`src/design/lzwd_pkg.sv`:
```
// ----------------------------------------------------------------------------
// LZSS window decompressor package
// Shared payload types, command and status structs, and constants.
// ----------------------------------------------------------------------------
package lzwd_pkg;

	localparam int unsigned WINDOW_BYTES_DEF = 4096;
	localparam int unsigned START_GAP = 18;
	localparam int unsigned MATCH_LEN_BIAS = 3;
	localparam int unsigned CNT_W = 24;
	localparam int unsigned LEN_W = 5;
	localparam int unsigned FLAG_BITS = 8;
	localparam logic [CNT_W-1:0] LIMIT_RESET = 24'hFF_FFFF;

	typedef struct packed {
		logic [7:0] in_byte;
		logic       in_last;
	} lzwd_in_t;

	typedef struct packed {
		logic [7:0]       out_byte;
		logic             data_valid;
		logic             run_last;
		logic             stream_done;
		logic [CNT_W-1:0] total_count;
	} lzwd_out_t;

	typedef struct packed {
		logic load;
		logic from_mem;
		logic data_valid;
		logic run_last;
		logic stream_done;
		logic rd_issue;
		logic clear;
	} lzwd_cmd_t;

	typedef struct packed {
		logic [CNT_W-1:0] produced_count;
		logic             slot_free;
	} lzwd_stat_t;

endpackage

```
`src/design/lzwd_ctrl.sv`:
```
// ----------------------------------------------------------------------------
// LZSS window decompressor controller
// Token parser, output limit tracking and match copy sequencer.
// ----------------------------------------------------------------------------
module lzwd_ctrl
	import lzwd_pkg::*;
#(
	parameter int unsigned WINDOW_BYTES = WINDOW_BYTES_DEF
) (
	input  logic                            clk,
	input  logic                            arst_n,
	input  logic                            cmp_valid,
	output logic                            cmp_stall,
	input  lzwd_in_t                        cmp_req,
	input  logic                            cfg_we,
	input  logic [CNT_W-1:0]                cfg_wdata,
	input  lzwd_stat_t                      stat,
	output lzwd_cmd_t                       cmd,
	output logic [$clog2(WINDOW_BYTES)-1:0] rd_addr
);

	localparam int unsigned AW = $clog2(WINDOW_BYTES);

	typedef enum logic {S_IDLE, S_COPY} state_t;
	typedef enum logic [1:0] {PH_FLAG, PH_LIT, PH_MLO, PH_MHI} phase_t;

	typedef struct packed {
		phase_t     phase;
		logic [7:0] shift;
		logic [3:0] left;
	} tok_t;

	function automatic tok_t next_token(input logic [7:0] shift, input logic [3:0] left);
		tok_t t;
		t.shift = shift >> 1;
		t.left  = (left != 4'd0) ? left - 4'd1 : left;
		if (t.left == 4'd0) begin
			t.phase = PH_FLAG;
		end else begin
			t.phase = t.shift[0] ? PH_LIT : PH_MLO;
		end
		return t;
	endfunction

	state_t           state_q;
	phase_t           phase_q;
	logic [7:0]       shift_q;
	logic [3:0]       left_q;
	logic [7:0]       mlo_q;
	logic             lim_q;
	logic             last_q;
	logic [CNT_W-1:0] limit_q;
	logic [AW-1:0]    copy_addr_q;
	logic [LEN_W-1:0] issue_left_q;
	logic [LEN_W-1:0] emit_left_q;
	logic             rd_pend_q;

	logic             accept;
	logic             lim_now;
	logic             hit_next;
	logic [AW-1:0]    match_off;
	logic [LEN_W-1:0] match_len;
	logic [CNT_W-1:0] room;
	logic [LEN_W-1:0] copy_n;
	logic             emit_now;
	logic             issue;
	logic             final_emit;
	tok_t             tok_nx;

	assign accept     = cmp_valid && (state_q == S_IDLE) && stat.slot_free;
	assign cmp_stall  = !((state_q == S_IDLE) && stat.slot_free);
	assign lim_now    = lim_q || (stat.produced_count >= limit_q);
	assign hit_next   = ({1'b0, stat.produced_count} + (CNT_W+1)'(1)) >= {1'b0, limit_q};
	assign match_off  = AW'({cmp_req.in_byte[7:4], mlo_q});
	assign match_len  = LEN_W'(cmp_req.in_byte[3:0]) + LEN_W'(MATCH_LEN_BIAS);
	assign room       = limit_q - stat.produced_count;
	assign copy_n     = (room < CNT_W'(match_len)) ? room[LEN_W-1:0] : match_len;
	assign emit_now   = (state_q == S_COPY) && rd_pend_q && stat.slot_free;
	assign issue      = (state_q == S_COPY) && (issue_left_q != '0) && (!rd_pend_q || emit_now);
	assign final_emit = emit_now && (emit_left_q == LEN_W'(1));
	assign tok_nx     = next_token(shift_q, left_q);
	assign rd_addr    = (state_q == S_IDLE) ? match_off : copy_addr_q;

	always_comb begin
		cmd = '0;
		unique case (state_q)
			S_IDLE: begin
				if (accept) begin
					if (!lim_now && (phase_q == PH_LIT)) begin
						cmd.load        = 1'b1;
						cmd.data_valid  = 1'b1;
						cmd.run_last    = 1'b1;
						cmd.stream_done = cmp_req.in_last;
						cmd.clear       = cmp_req.in_last;
					end else if (!lim_now && (phase_q == PH_MHI)) begin
						cmd.rd_issue = 1'b1;
					end else if (cmp_req.in_last) begin
						cmd.load        = 1'b1;
						cmd.run_last    = 1'b1;
						cmd.stream_done = 1'b1;
						cmd.clear       = 1'b1;
					end
				end
			end
			S_COPY: begin
				cmd.rd_issue = issue;
				if (emit_now) begin
					cmd.load        = 1'b1;
					cmd.from_mem    = 1'b1;
					cmd.data_valid  = 1'b1;
					cmd.run_last    = final_emit;
					cmd.stream_done = final_emit && last_q;
					cmd.clear       = final_emit && last_q;
				end
			end
			default: begin
				cmd = '0;
			end
		endcase
	end

	always_ff @(posedge clk or negedge arst_n) begin
		if (!arst_n) begin
			state_q      <= S_IDLE;
			phase_q      <= PH_FLAG;
			shift_q      <= '0;
			left_q       <= '0;
			mlo_q        <= '0;
			lim_q        <= 1'b0;
			last_q       <= 1'b0;
			limit_q      <= LIMIT_RESET;
			copy_addr_q  <= '0;
			issue_left_q <= '0;
			emit_left_q  <= '0;
			rd_pend_q    <= 1'b0;
		end else begin
			if (cfg_we) begin
				limit_q <= cfg_wdata;
			end
			unique case (state_q)
				S_IDLE: begin
					if (accept) begin
						last_q <= cmp_req.in_last;
						if (lim_now) begin
							lim_q <= 1'b1;
						end else begin
							unique case (phase_q)
								PH_FLAG: begin
									shift_q <= cmp_req.in_byte;
									left_q  <= 4'(FLAG_BITS);
									phase_q <= cmp_req.in_byte[0] ? PH_LIT : PH_MLO;
								end
								PH_LIT: begin
									lim_q   <= hit_next;
									phase_q <= tok_nx.phase;
									shift_q <= tok_nx.shift;
									left_q  <= tok_nx.left;
								end
								PH_MLO: begin
									mlo_q   <= cmp_req.in_byte;
									phase_q <= PH_MHI;
								end
								PH_MHI: begin
									state_q      <= S_COPY;
									copy_addr_q  <= match_off + AW'(1);
									issue_left_q <= copy_n - LEN_W'(1);
									emit_left_q  <= copy_n;
									rd_pend_q    <= 1'b1;
								end
								default: begin
									phase_q <= PH_FLAG;
								end
							endcase
						end
						if (cmp_req.in_last && !(!lim_now && (phase_q == PH_MHI))) begin
							phase_q <= PH_FLAG;
							shift_q <= '0;
							left_q  <= '0;
							mlo_q   <= '0;
							lim_q   <= 1'b0;
						end
					end
				end
				S_COPY: begin
					if (issue) begin
						copy_addr_q  <= copy_addr_q + AW'(1);
						issue_left_q <= issue_left_q - LEN_W'(1);
						rd_pend_q    <= 1'b1;
					end else if (emit_now) begin
						rd_pend_q <= 1'b0;
					end
					if (emit_now) begin
						emit_left_q <= emit_left_q - LEN_W'(1);
						if (hit_next) begin
							lim_q <= 1'b1;
						end
					end
					if (final_emit) begin
						state_q <= S_IDLE;
						if (last_q) begin
							phase_q <= PH_FLAG;
							shift_q <= '0;
							left_q  <= '0;
							mlo_q   <= '0;
							lim_q   <= 1'b0;
						end else begin
							phase_q <= tok_nx.phase;
							shift_q <= tok_nx.shift;
							left_q  <= tok_nx.left;
						end
					end
				end
				default: begin
					state_q <= S_IDLE;
				end
			endcase
		end
	end

endmodule

```
`config.mk`:
```
export PLATFORM = sky130hd
export DESIGN_NAME = lzwd_ctrl
export DESIGN_NICKNAME = d
export VERILOG_FILES = /design/src/design/lzwd_pkg.sv /design/src/design/lzwd_ctrl.sv
export SDC_FILE = /design/constraint.sdc
export NUM_CORES = 1
export LEC_CHECK = 0
export BUFFER_PORTS_ARGS = -buffer_cell sky130_fd_sc_hd__buf_2
export CORE_ASPECT_RATIO = 1.75
export CORE_MARGIN = 3
export CORE_UTILIZATION = 40
export DETAILED_ROUTE_END_ITERATION = 16
export PLACE_DENSITY = 0.6
export SETUP_SLACK_MARGIN = 0.02
export SLEW_MARGIN = 0
export SYNTH_ARGS = -nofsm -noshare
export SYNTH_HDL_FRONTEND = slang
export SYNTH_SLANG_ARGS = --single-unit
```
`constraint.sdc`:
```
create_clock -name clk -period 4.6 [get_ports clk]
set_clock_uncertainty 0.15 [all_clocks]
set_input_delay 0.46 -clock clk [delete_from_list [all_inputs] [get_ports clk]]
set_output_delay 0.46 -clock clk [all_outputs]
set_load 0.01 [all_outputs]
```
==> metrics.cfg, run 1 <==
[clock_network]
cts.sinks=71
cts_buffers=9
clockBufferDepth=2
cts_tree=built
clk_pin_slew_worst_paths_ns=0.07
cts_root_buffer=clkbuf_16
htree_num_levels=3
clkLatencyLatePin_ns=0.35
cts_hold_buf=0

[worst_setup_path]
cp.required_ns=4.70
endpoint_kind=flop
critical_path_class=reg -> reg
crit_path_start_kind=flop
arrival_ns=4.62
critPathMaxFanout=2

[global_routing]
grt_first_pass_wirelength_um=29900
grt_pass1_vias=6216
antenna_found_initial=0
grt_remaining_overflow=0
grt_max_degree=72
groute.usage.overall_pct=21.9

[routing]
route.vias.total=6058
ant_nets=0
drt_pass1_iterations=4
vias_per_cell=5.45
drt_iter0_markers=244
postRouteWirelength_um=18800
drc=0
wl_per_cell_um=16.9

[synth]
synth_area_leader_cell=dfrtp_1
ys_warn_count=0
async_flop_share_pct=100
synthCells=794
synth_area_sq_um=6340
synth_top_area_share_pct=18.6
synth_edf_count=0
yosysUniqueCellTypes=73
ys_ff_latch=71
synth_area_leaders=dfrtp_1 (19%), ha_1 (12%), dfstp_2 (10%)
ys_seq_area_share_pct=28.5
synthesis.nets=920
synth-main-ff-cell=dfrtp_1
avgSynthCellArea_sq_um=7.98

[sta]
maxSlewHeadroom_pct=35.4
fin_setup_tns_ns=0
worst_pin_slew_ns=0.970
timing.final.max_slew_violations=0
fin_crit_ns=4.53
finalCritPeriodShare_pct=98.4
max_freq_mhz=221
hold_viol_final=0
finalSetupViolCount=0
rsz0062_at_grt=true

[final_layout]
final-seq-area_sq_um=1810
multi_input_area_sq_um=4200
area_growth_pct=21.1
layout_common_cells=nand2_1 (110), inv_1 (83), buf_2 (80), o21ai_0 (78), ha_1 (60)
finalNetCount=1047
num-fill-cells=1585
antenna_cells=0
fin_cells=1112
final_common_cell=nand2_1
drive_gt1_share_pct=23.3

[die]
start_util_pct=41.0
die_w_um=101
die_h_um=172
io_pins=82
core_area_sq_um=15500
rows=60
dieArea_sq_um=17400

[power_and_ir_drop]
powerDensity_nw_per_um2=443
peakVddDrop_v=0.000193
p_leak_nw=3.69

[placement]
dp_hpwl_um=15100
dp.cells=1092
globalplace.congestion=0.904
io_buffer_count=81

[min_path]
min_path_type=in -> async

[outcome]
status=finished, final reports clean

[flow_run]
maxCapViolCount=0

==> worst max-delay path, cell delays in order, from the launching register on <==
cell,delay [ns]
dfstp_2,0.54
inv_2,0.05
ha_4,0.15
fa_2,0.34
nand2b_4,0.15
nand2b_1,0.09
a21oi_2,0.07
xnor2_2,0.14
ha_2,0.19
a221oi_2,0.18
o311ai_1,0.14
nor3_1,0.16
o2111ai_1,0.15
nor4_2,0.19
and4_4,0.26
and2_4,0.14
mux2_4,0.30
nand2b_4,0.14
and2_4,0.15
ha_4,0.15
o2111a_2,0.14
xor2_1,0.17
a221oi_1,0.27
==> synthesized netlist by cell type, types with 2 or more instances <==
cell and instances:
o21ai_0 78, a21o_1 20, nor3_1 14, a21boi_0 2
or4_1 2, or3_1 6, clkbuf_1 17, a221oi_1 6
inv_1 84, nand2b_1 7, and4_1 3, a31oi_1 5
nand4_1 11, nand2_1 110, nor2b_1 7, nand3_1 31
mux2_2 10, a32o_1 3, mux2i_1 9, ha_1 63
xnor2_1 37, dfstp_2 24, and2_1 9, xor2_1 8
a22oi_1 6, o21a_1 11, o221ai_1 5, o2111ai_1 3
nand4b_1 2, nor2_1 43, dfrtp_1 47, nor4_1 6
o31ai_1 3, a211oi_1 4, o211ai_1 4, buf_2 2
o21ai_1 6, and3_1 6, o22ai_1 6, a21oi_1 40
or2_2 2
==> stage by stage <==
stage / hold WS [ns] / total power [mW] / area, sq um / setup slack, ns / util [%]
finish: 0.108 / 3.40 / 7680 / 0.0724 / 49.6
global route: 0.170 / 3.69 / 7680 / -0.0558 / 49.6
CTS: 0.158 / 3.42 / 7650 / -0.119 / 49.4
detailed placement: 0.318 / 2.67 / 7290 / -0.240 / 47.1
global placement: 0.306 / 2.65 / 7290 / -0.107 / 47.1
floorplan: 0.0144 / 2.12 / 6340 / 0.0416 / -
==> layer usage <==
layer  wire (um)  share of wire [%]  track usage (%)
met1        6810                 36             21.1
met5           0                  0                0
met4         837                4.5             11.2
met3         501                2.7             3.07
met2       10600                 57             43.6
==> where the power goes <==
part	switching, mW	total [mW]	internal (mW)	leakage [nW]
registers	0.155	0.993	0.838	0.846
logic	0.977	1.71	0.736	2.71
clock network	0.321	0.697	0.376	0.135
==> final cells by class <==
type	instances	share of cell area [%]
clock buffer	9	2.93
multi-input combinational	617	54.7
tap	186	3.03
clock inverter	7	0.799
sequential	71	23.5
timing repair buffer	138	10.9
inverter	84	4.11
==> repair_timing <==
action / 4_1_cts / 5_1_grt
gates resized for setup: 14 / 2
pin swaps: 13 / 11
setup buffers: 2 / 2
endpoints found under the setup margin: 2 / 3
==> final timing paths <==
kind / from / endpoint / slack [ns] / cells after the start
hold reg to reg: copy_addr_q[8] / copy_addr_q[8] / 0.33 / 2
setup / recovery: limit_q[0] / issue_left_q[4] / 0.07 / 22
hold / removal: arst_n / emit_left_q[4] / 0.11 / 1
min in group clk: cfg_wdata[21] / limit_q[21] / 0.17 / 3
max in group asynchronous: arst_n / copy_addr_q[10] / 3.56 / 1
setup reg to reg: limit_q[0] / issue_left_q[4] / 0.07 / 22
==> kinds of logic (layout without fill, tap and decap cells) <==
kind of cell | count (synthesis) | count (layout) | synth area share [%]
xor gates and xnor gates | 45 | 45 | 6.22
adders and majority gates | 64 | 64 | 12.8
AOI/OAI and AO/OA | 224 | 224 | 23.0
buffers and inverters | 106 | 238 | 6.50
DFF | 71 | 71 | 28.5
muxes | 21 | 21 | 3.61
and+or+nand+nor | 263 | 263 | 19.4
==> sequential cells by signal (all words and copies together), names as in the netlist, 2 cells and up <==
name and cells:
shift_q 7, copy_addr_q 12, mlo_q 8, limit_q 24, left_q 4, phase_q 2
emit_left_q 5, issue_left_q 5
(Power assumes the default switching activity.)
==> inputs of run 2 (changes only) <==
--- a/config.mk
+++ b/config.mk
@@ -11,6 +11,7 @@
 export CORE_UTILIZATION = 40
 export DETAILED_ROUTE_END_ITERATION = 16
 export PLACE_DENSITY = 0.6
+export RECOVER_POWER = 50
 export SETUP_SLACK_MARGIN = 0.02
 export SLEW_MARGIN = 0
 export SYNTH_ARGS = -nofsm -noshare
==> run 2 against run 1 <==
Effect of this change:
- the run now ends with max-capacitance violations, max-slew violations left
- sequential cell count unchanged
- hold slack better by 0.058 ns
- first-iteration DRC count is 0.41% higher
- global-route usage unchanged
- critical path depth is the same
- worst setup slack stayed put
- final cell count is the same
- sequential share of layout area is essentially flat
- routed wire length hardly changed
- sequential power about the same
==> metrics.cfg, run 2 (same netlist as run 1, synthesis figures left out) <==
[flow_run]
maxCapViolCount=2  ; was 0

[final_layout]
largest_register_ffs=24  ; unchanged
top_regs=limit_q x24, copy_addr_q x12, mlo_q x8  ; unchanged
area_growth_pct=21.1  ; about the same
final_common_cell=nand2_1  ; unchanged
num-fill-cells=1587  ; was 1585
drive_gt1_share_pct=23.2  ; was 23.3%
antenna_cells=0  ; unchanged
finalNetCount=1047  ; unchanged
top_register=limit_q  ; unchanged
layout_common_cells=nand2_1 (110), inv_1 (83), buf_2 (79), o21ai_0 (78), ha_1 (60)  ; was nand2_1 (110), inv_1 (83), buf_2 (80), o21ai_0 (78), ha_1 (60)

[sta]
timing.final.max_slew_violations=121  ; was 0
maxSlewHeadroom_pct=-26.8  ; was 35.4%
fin_setup_tns_ns=0  ; unchanged
finalCritPeriodShare_pct=98.4  ; unchanged
max_freq_mhz=221  ; unchanged
hold_slack_ns=0.165  ; was 0.108 ns
finalSetupViolCount=0  ; unchanged
fin_crit_ns=4.53  ; unchanged
worst_pin_slew_ns=1.90  ; was 0.970 ns
rsz0062_at_grt=true  ; unchanged
hold_viol_final=0  ; unchanged

[worst_setup_path]
cp.required_ns=4.70  ; about the same
critical_path_class=reg -> reg  ; unchanged
crit_start=limit_q[0]  ; unchanged
endpoint_kind=flop  ; unchanged
critPathSlowestCell=dfstp_2  ; unchanged
path_buf_inv=1  ; unchanged
r2r_start=limit_q[0]  ; unchanged
crit_path_start_kind=flop  ; unchanged
arrival_ns=4.62  ; about the same
worst_path_largest_cell_delay_ns=0.54  ; about the same
critPathMaxFanout=2  ; unchanged
cp_top_family=simple AND/OR/NAND/NOR gates  ; unchanged
crit_chain=inv_2, ha_4, fa_2, nand2b_4, nand2b_1, a21oi_2, xnor2_2, ha_2, a221oi_2, o311ai_1, nor3_1, o2111ai_1, nor4_2, and4_4, and2_4, mux2_4, nand2b_4, and2_4, ha_4, o2111a_2, xor2_1, a221oi_1  ; unchanged

[global_routing]
grt_pass1_vias=6216  ; unchanged
groute.usage.overall_pct=21.9  ; unchanged
grt_first_pass_wirelength_um=29900  ; unchanged
antenna_found_initial=0  ; unchanged
grt_remaining_overflow=0  ; unchanged
grt_max_degree=72  ; unchanged

[power_and_ir_drop]
finalPower_mw=3.40  ; about the same
peakVddDrop_v=0.000193  ; about the same
powerDensity_nw_per_um2=444  ; was 443 nW/um^2
p_leak_nw=3.69  ; about the same

[routing]
wl_per_cell_um=16.9  ; about the same
vias_per_cell=5.46  ; was 5.45
drt_pass1_iterations=4  ; unchanged
drt_iter0_markers=245  ; was 244
ant_nets=0  ; unchanged
drc=0  ; unchanged
postRouteWirelength_um=18800  ; about the same
route.vias.total=6066  ; was 6058

[die]
die_w_um=101  ; unchanged
die_h_um=172  ; unchanged
core_area_sq_um=15500  ; unchanged
rows=60  ; unchanged
dieArea_sq_um=17400  ; unchanged
io_pins=82  ; unchanged
start_util_pct=41.0  ; unchanged

[outcome]
violations=max-capacitance violations, max-slew violations
status=finished with violations  ; was finished, final reports clean

[placement]
io_buffer_count=81  ; unchanged
dp_hpwl_um=15100  ; unchanged
globalplace.congestion=0.904  ; unchanged

[min_path]
min_path_type=in -> reg  ; was in -> async
holdCritStartpoint=cfg_wdata[21]

[clock_network]
clkLatencyLatePin_ns=0.35  ; about the same
clk_pin_slew_worst_paths_ns=0.07  ; about the same
cts_root_buffer=clkbuf_16  ; unchanged
cts_buffers=9  ; unchanged
cts_tree=built  ; unchanged
htree_num_levels=3  ; unchanged
cts.sinks=71  ; unchanged
clockBufferDepth=2  ; unchanged

==> run 2: cell count changes in the layout (fill, tap and decap cells not counted), sizes merged <==
cell,before,now
buf,138,136
clkbuf,9,11
==> run 2: final timing paths <==
path / endpoint / slack (ns) / depth (start not counted)
max in group asynchronous: copy_addr_q[10] / 2.69 / 1
min in group asynchronous: emit_left_q[4] / 0.48 / 1
max: issue_left_q[4] / 0.07 / 22
min reg2reg: copy_addr_q[8] / 0.33 / 2
min: limit_q[21] / 0.17 / 3
max reg2reg: issue_left_q[4] / 0.07 / 22
==> run 2: worst reg2reg max path, cell delays in order (launching register included) <==
cell and delay, ns:
dfstp_2 0.54, inv_2 0.05, ha_4 0.15, fa_2 0.34
nand2b_4 0.15, nand2b_1 0.09, a21oi_2 0.07, xnor2_2 0.14
ha_2 0.19, a221oi_2 0.18, o311ai_1 0.14, nor3_1 0.16
o2111ai_1 0.15, nor4_2 0.19, and4_4 0.26, and2_4 0.14
mux2_4 0.30, nand2b_4 0.14, and2_4 0.15, ha_4 0.15
o2111a_2 0.14, xor2_1 0.17, a221oi_1 0.27
==> run 2: cell type report <==
cell class | instances | area [sq um] | area share, %
sequential | 71 | 1810 | 23.5
tap | 186 | 233 | 3.03
multi-input combinational | 617 | 4200 | 54.7
timing repair buffer | 138 | 832 | 10.8
clock inverter | 7 | 61.3 | 0.799
inverter | 84 | 315 | 4.11
clock buffer | 9 | 225 | 2.94
==> run 2: through the flow <==
stage | instance area [sq um] | worst slack, ns | util [%] | std cells
CTS | 7650 | -0.119 | 49.4 | 1110
detailed placement | 7290 | -0.240 | 47.1 | 1092
floorplan | 6340 | 0.0416 | - | 794
global placement | 7290 | -0.107 | 47.1 | 1092
finish | 7670 | 0.0724 | 49.6 | 1112
global route | 7670 | -0.0558 | 49.6 | 1112
==> run 2: where the power goes <==
part	leakage (nW)	internal (mW)	switching [mW]
Sequential	0.846	0.838	0.155
Clock	0.135	0.376	0.321
Combinational	2.71	0.736	0.977
==> run 2: repair_timing <==
item	4_1_cts	5_1_grt
buffers inserted	2	2
setup endpoints to repair	2	3
pin swaps	13	11
hold buffers	0	0
gates resized for setup	14	2
==> run 2: per-layer routing <==
layer | up-vias | global-route usage (%) | routed length [um]
li1 | 3067 | - | -
met1 | 2850 | 21.1 | 6800
met2 | 109 | 43.6 | 10600
met3 | 40 | 3.07 | 506
met4 | 0 | 11.2 | 837
met5 | - | 0 | 0
==> inputs of run 3 (changes only) <==
==> constraint.sdc (replaced) <==
create_clock -name clk -period 3.7 [get_ports clk]
set_clock_uncertainty 0.15 [all_clocks]
set_input_delay 0.37 -clock clk [delete_from_list [all_inputs] [get_ports clk]]
set_output_delay 0.37 -clock clk [all_outputs]
set_load 0.01 [all_outputs]
==> run 3 against run 2 <==
Effect of this change:
- the flow finishes with violations (max-capacitance violations, max-slew violations, negative setup slack)
- power is 46% higher
- first-iteration DRC count decreased by 7.3%
- die area is the same
- hold slack got worse by 0.082 ns
- final cell count grew 14%
- register-to-register slack got worse by 0.88 ns
- sequential power is 25% higher
- combinational power rose by 55%
- routed wire length increased by 17%
- highest routed layer unchanged
==> metrics.cfg, run 3 (same netlist as run 1, synthesis figures left out) <==
[outcome]
status=finished with violations  ; unchanged
violations=max-capacitance violations, max-slew violations, negative setup slack  ; was max-capacitance violations, max-slew violations

[worst_setup_path]
critical_path_class=reg -> reg  ; unchanged
cp.required_ns=3.78  ; was 4.70 ns
crit_path_start_kind=flop  ; unchanged
arrival_ns=4.58  ; was 4.62 ns
endpoint_kind=flop  ; unchanged
critPathMaxFanout=2  ; unchanged

[global_routing]
grt_first_pass_wirelength_um=34700  ; was 29900 um
grt_pass1_vias=7076  ; was 6216
antenna_found_initial=0  ; unchanged
grt_use_met1_pct=24.1  ; was 21.1%
grtUsageMet3_pct=2.99  ; was 3.07%
busiest_layer=met2  ; unchanged
grt_remaining_overflow=0  ; unchanged
grt_max_degree=49  ; was 72
groute.usage.overall_pct=25.6  ; was 21.9%
grt_use_met2_pct=51.9  ; was 43.6%

[die]
io_pins=82  ; unchanged
rows=60  ; unchanged
dieArea_sq_um=17400  ; unchanged
die_h_um=172  ; unchanged
die_w_um=101  ; unchanged
start_util_pct=41.0  ; unchanged
core_area_sq_um=15500  ; unchanged

[final_layout]
layout_common_cells=buf_4 (193), nand2_1 (108), inv_1 (82), buf_2 (79), o21ai_0 (67)  ; was nand2_1 (110), inv_1 (83), buf_2 (79), o21ai_0 (78), ha_1 (60)
top_regs=limit_q x24, copy_addr_q x12, mlo_q x8  ; unchanged
final_common_cell=buf_4  ; was nand2_1
final-seq-area_sq_um=1810  ; unchanged
antenna_cells=0  ; unchanged
area_growth_pct=45.2  ; was 21.1%
finalNetCount=1198  ; was 1047
top_register=limit_q  ; unchanged
num-fill-cells=1492  ; was 1587
largest_register_ffs=24  ; unchanged
drive_gt1_share_pct=37.9  ; was 23.2%
postLayoutCellArea_sq_um=9200  ; was 7670 sq um
multi_input_area_sq_um=4470  ; was 4200 sq um

[min_path]
min_path_type=in -> reg  ; unchanged

[routing]
drt_pass1_iterations=4  ; unchanged
postRouteWirelength_um=22000  ; was 18800 um
drt_iter0_markers=227  ; was 245
wl_per_cell_um=17.4  ; was 16.9 um
ant_nets=0  ; unchanged
vias_per_cell=5.39  ; was 5.46
route.vias.total=6807  ; was 6066
drc=0  ; unchanged

[sta]
hold_viol_final=0  ; unchanged
finalCritPeriodShare_pct=122  ; was 98.4%
rsz0062_at_grt=true  ; unchanged
max_freq_mhz=222  ; was 221 MHz
hold_slack_ns=0.0829  ; was 0.165 ns
setup_slack_ns=-0.803  ; was 0.0724 ns
maxSlewHeadroom_pct=-87.9  ; was -26.8%
worst_pin_slew_ns=2.82  ; was 1.90 ns
fin_crit_ns=4.50  ; was 4.53 ns
timing.final.max_slew_violations=97  ; was 121
finalSetupViolCount=28  ; was 0
fin_setup_tns_ns=-4.64  ; was 0 ns

[placement]
post-place-ws_ns=-0.812  ; was -0.240 ns
io_buffer_count=81  ; unchanged
dp_hpwl_um=17600  ; was 15100 um
globalplace.congestion=1.04  ; was 0.904
post_dp_cell_area_sq_um=8320  ; was 7290 sq um

[clock_network]
htree_num_levels=3  ; unchanged
clk_pin_slew_worst_paths_ns=0.07  ; about the same
cts_tree=built  ; unchanged
cts.sinks=71  ; unchanged
clockBufferDepth=2  ; unchanged
clkLatencyLatePin_ns=0.34  ; was 0.35 ns
cts_buffers=9  ; unchanged
cts_root_buffer=clkbuf_16  ; unchanged

[power_and_ir_drop]
finalPower_mw=4.96  ; was 3.40 mW
powerDensity_nw_per_um2=539  ; was 444 nW/um^2
peakVddDrop_v=0.000238  ; was 0.000193 V
p_leak_nw=4.51  ; was 3.69 nW

[flow_run]
maxCapViolCount=2  ; unchanged

run 3: cell count changes in the layout (fill, tap and decap cells not counted), sizes merged:
cell,before,now
dlygate4sd3,0,1
bufinv,0,3
buf,136,286
inv,88,87
clkinvlp,2,0
run 3: routing by layer:
metal | vias to the layer above | share of wire, %
met2 | 146 | 57
met3 | 59 | 2.8
met5 | - | 0
li1 | 3376 | -
met4 | 0 | 5.2
met1 | 3226 | 35
run 3: path summary, 6_finish.rpt:
check	cells after the start	start	slack, ns	end
worst max-delay path	22	limit_q[0]	-0.80	issue_left_q[4]
worst min-delay path	3	cfg_wdata[18]	0.08	limit_q[18]
worst max register to register	22	limit_q[0]	-0.80	issue_left_q[4]
worst min register to register	2	copy_addr_q[1]	0.33	copy_addr_q[1]
max in group asynchronous	2	arst_n	0.48	copy_addr_q[3]
min in group asynchronous	2	arst_n	1.33	emit_left_q[2]
run 3: repair_timing:
item,in CTS,in global routing
resized for setup,53,37
hold endpoints to repair,28,0
pin swaps,20,29
setup endpoints to repair,51,43
setup buffers,18,7
hold buffers,1,0
gates cloned,0,1
run 3: report_power, final:
part / switching (mW) / internal [mW] / total [mW]
logic: 1.40 / 1.25 / 2.65
clock network: 0.400 / 0.671 / 1.07
registers: 0.202 / 1.04 / 1.24
total: 2.00 / 2.96 / 4.96
run 3: worst max-delay path: stages, from the launching register on:
cell       delay (ns)
dfstp_2          0.54
inv_2            0.05
ha_4             0.15
fa_2             0.33
nand2b_4         0.16
nand2b_4         0.07
a21oi_4          0.05
xnor2_2          0.13
ha_2             0.18
a221oi_2         0.17
o311ai_1         0.13
nor3_1           0.15
o2111ai_1        0.16
nor4_2           0.25
and4_4           0.25
and2_4           0.14
mux2_4           0.30
nand2b_4         0.14
and2_4           0.16
ha_4             0.15
o2111a_2         0.14
xor2_1           0.14
a221oi_1         0.28
run 3: area by class of cell:
| cell class | count | area share [%] |
|---|---|---|
| Clock buffer | 9 | 2.45 |
| Clock inverter | 7 | 1.39 |
| Inverter | 84 | 3.45 |
| Multi-Input combinational cell | 617 | 48.6 |
| Sequential cell | 71 | 19.6 |
| Tap cell | 186 | 2.53 |
| Timing Repair Buffer | 289 | 21.9 |
run 3: per-stage QoR:
stage / utilization [%] / cells
global route: 59.5 / 1263
global placement: 53.8 / 1223
CTS: 58.3 / 1256
detailed placement: 53.8 / 1223
finish: 59.5 / 1263
floorplan: - / 794
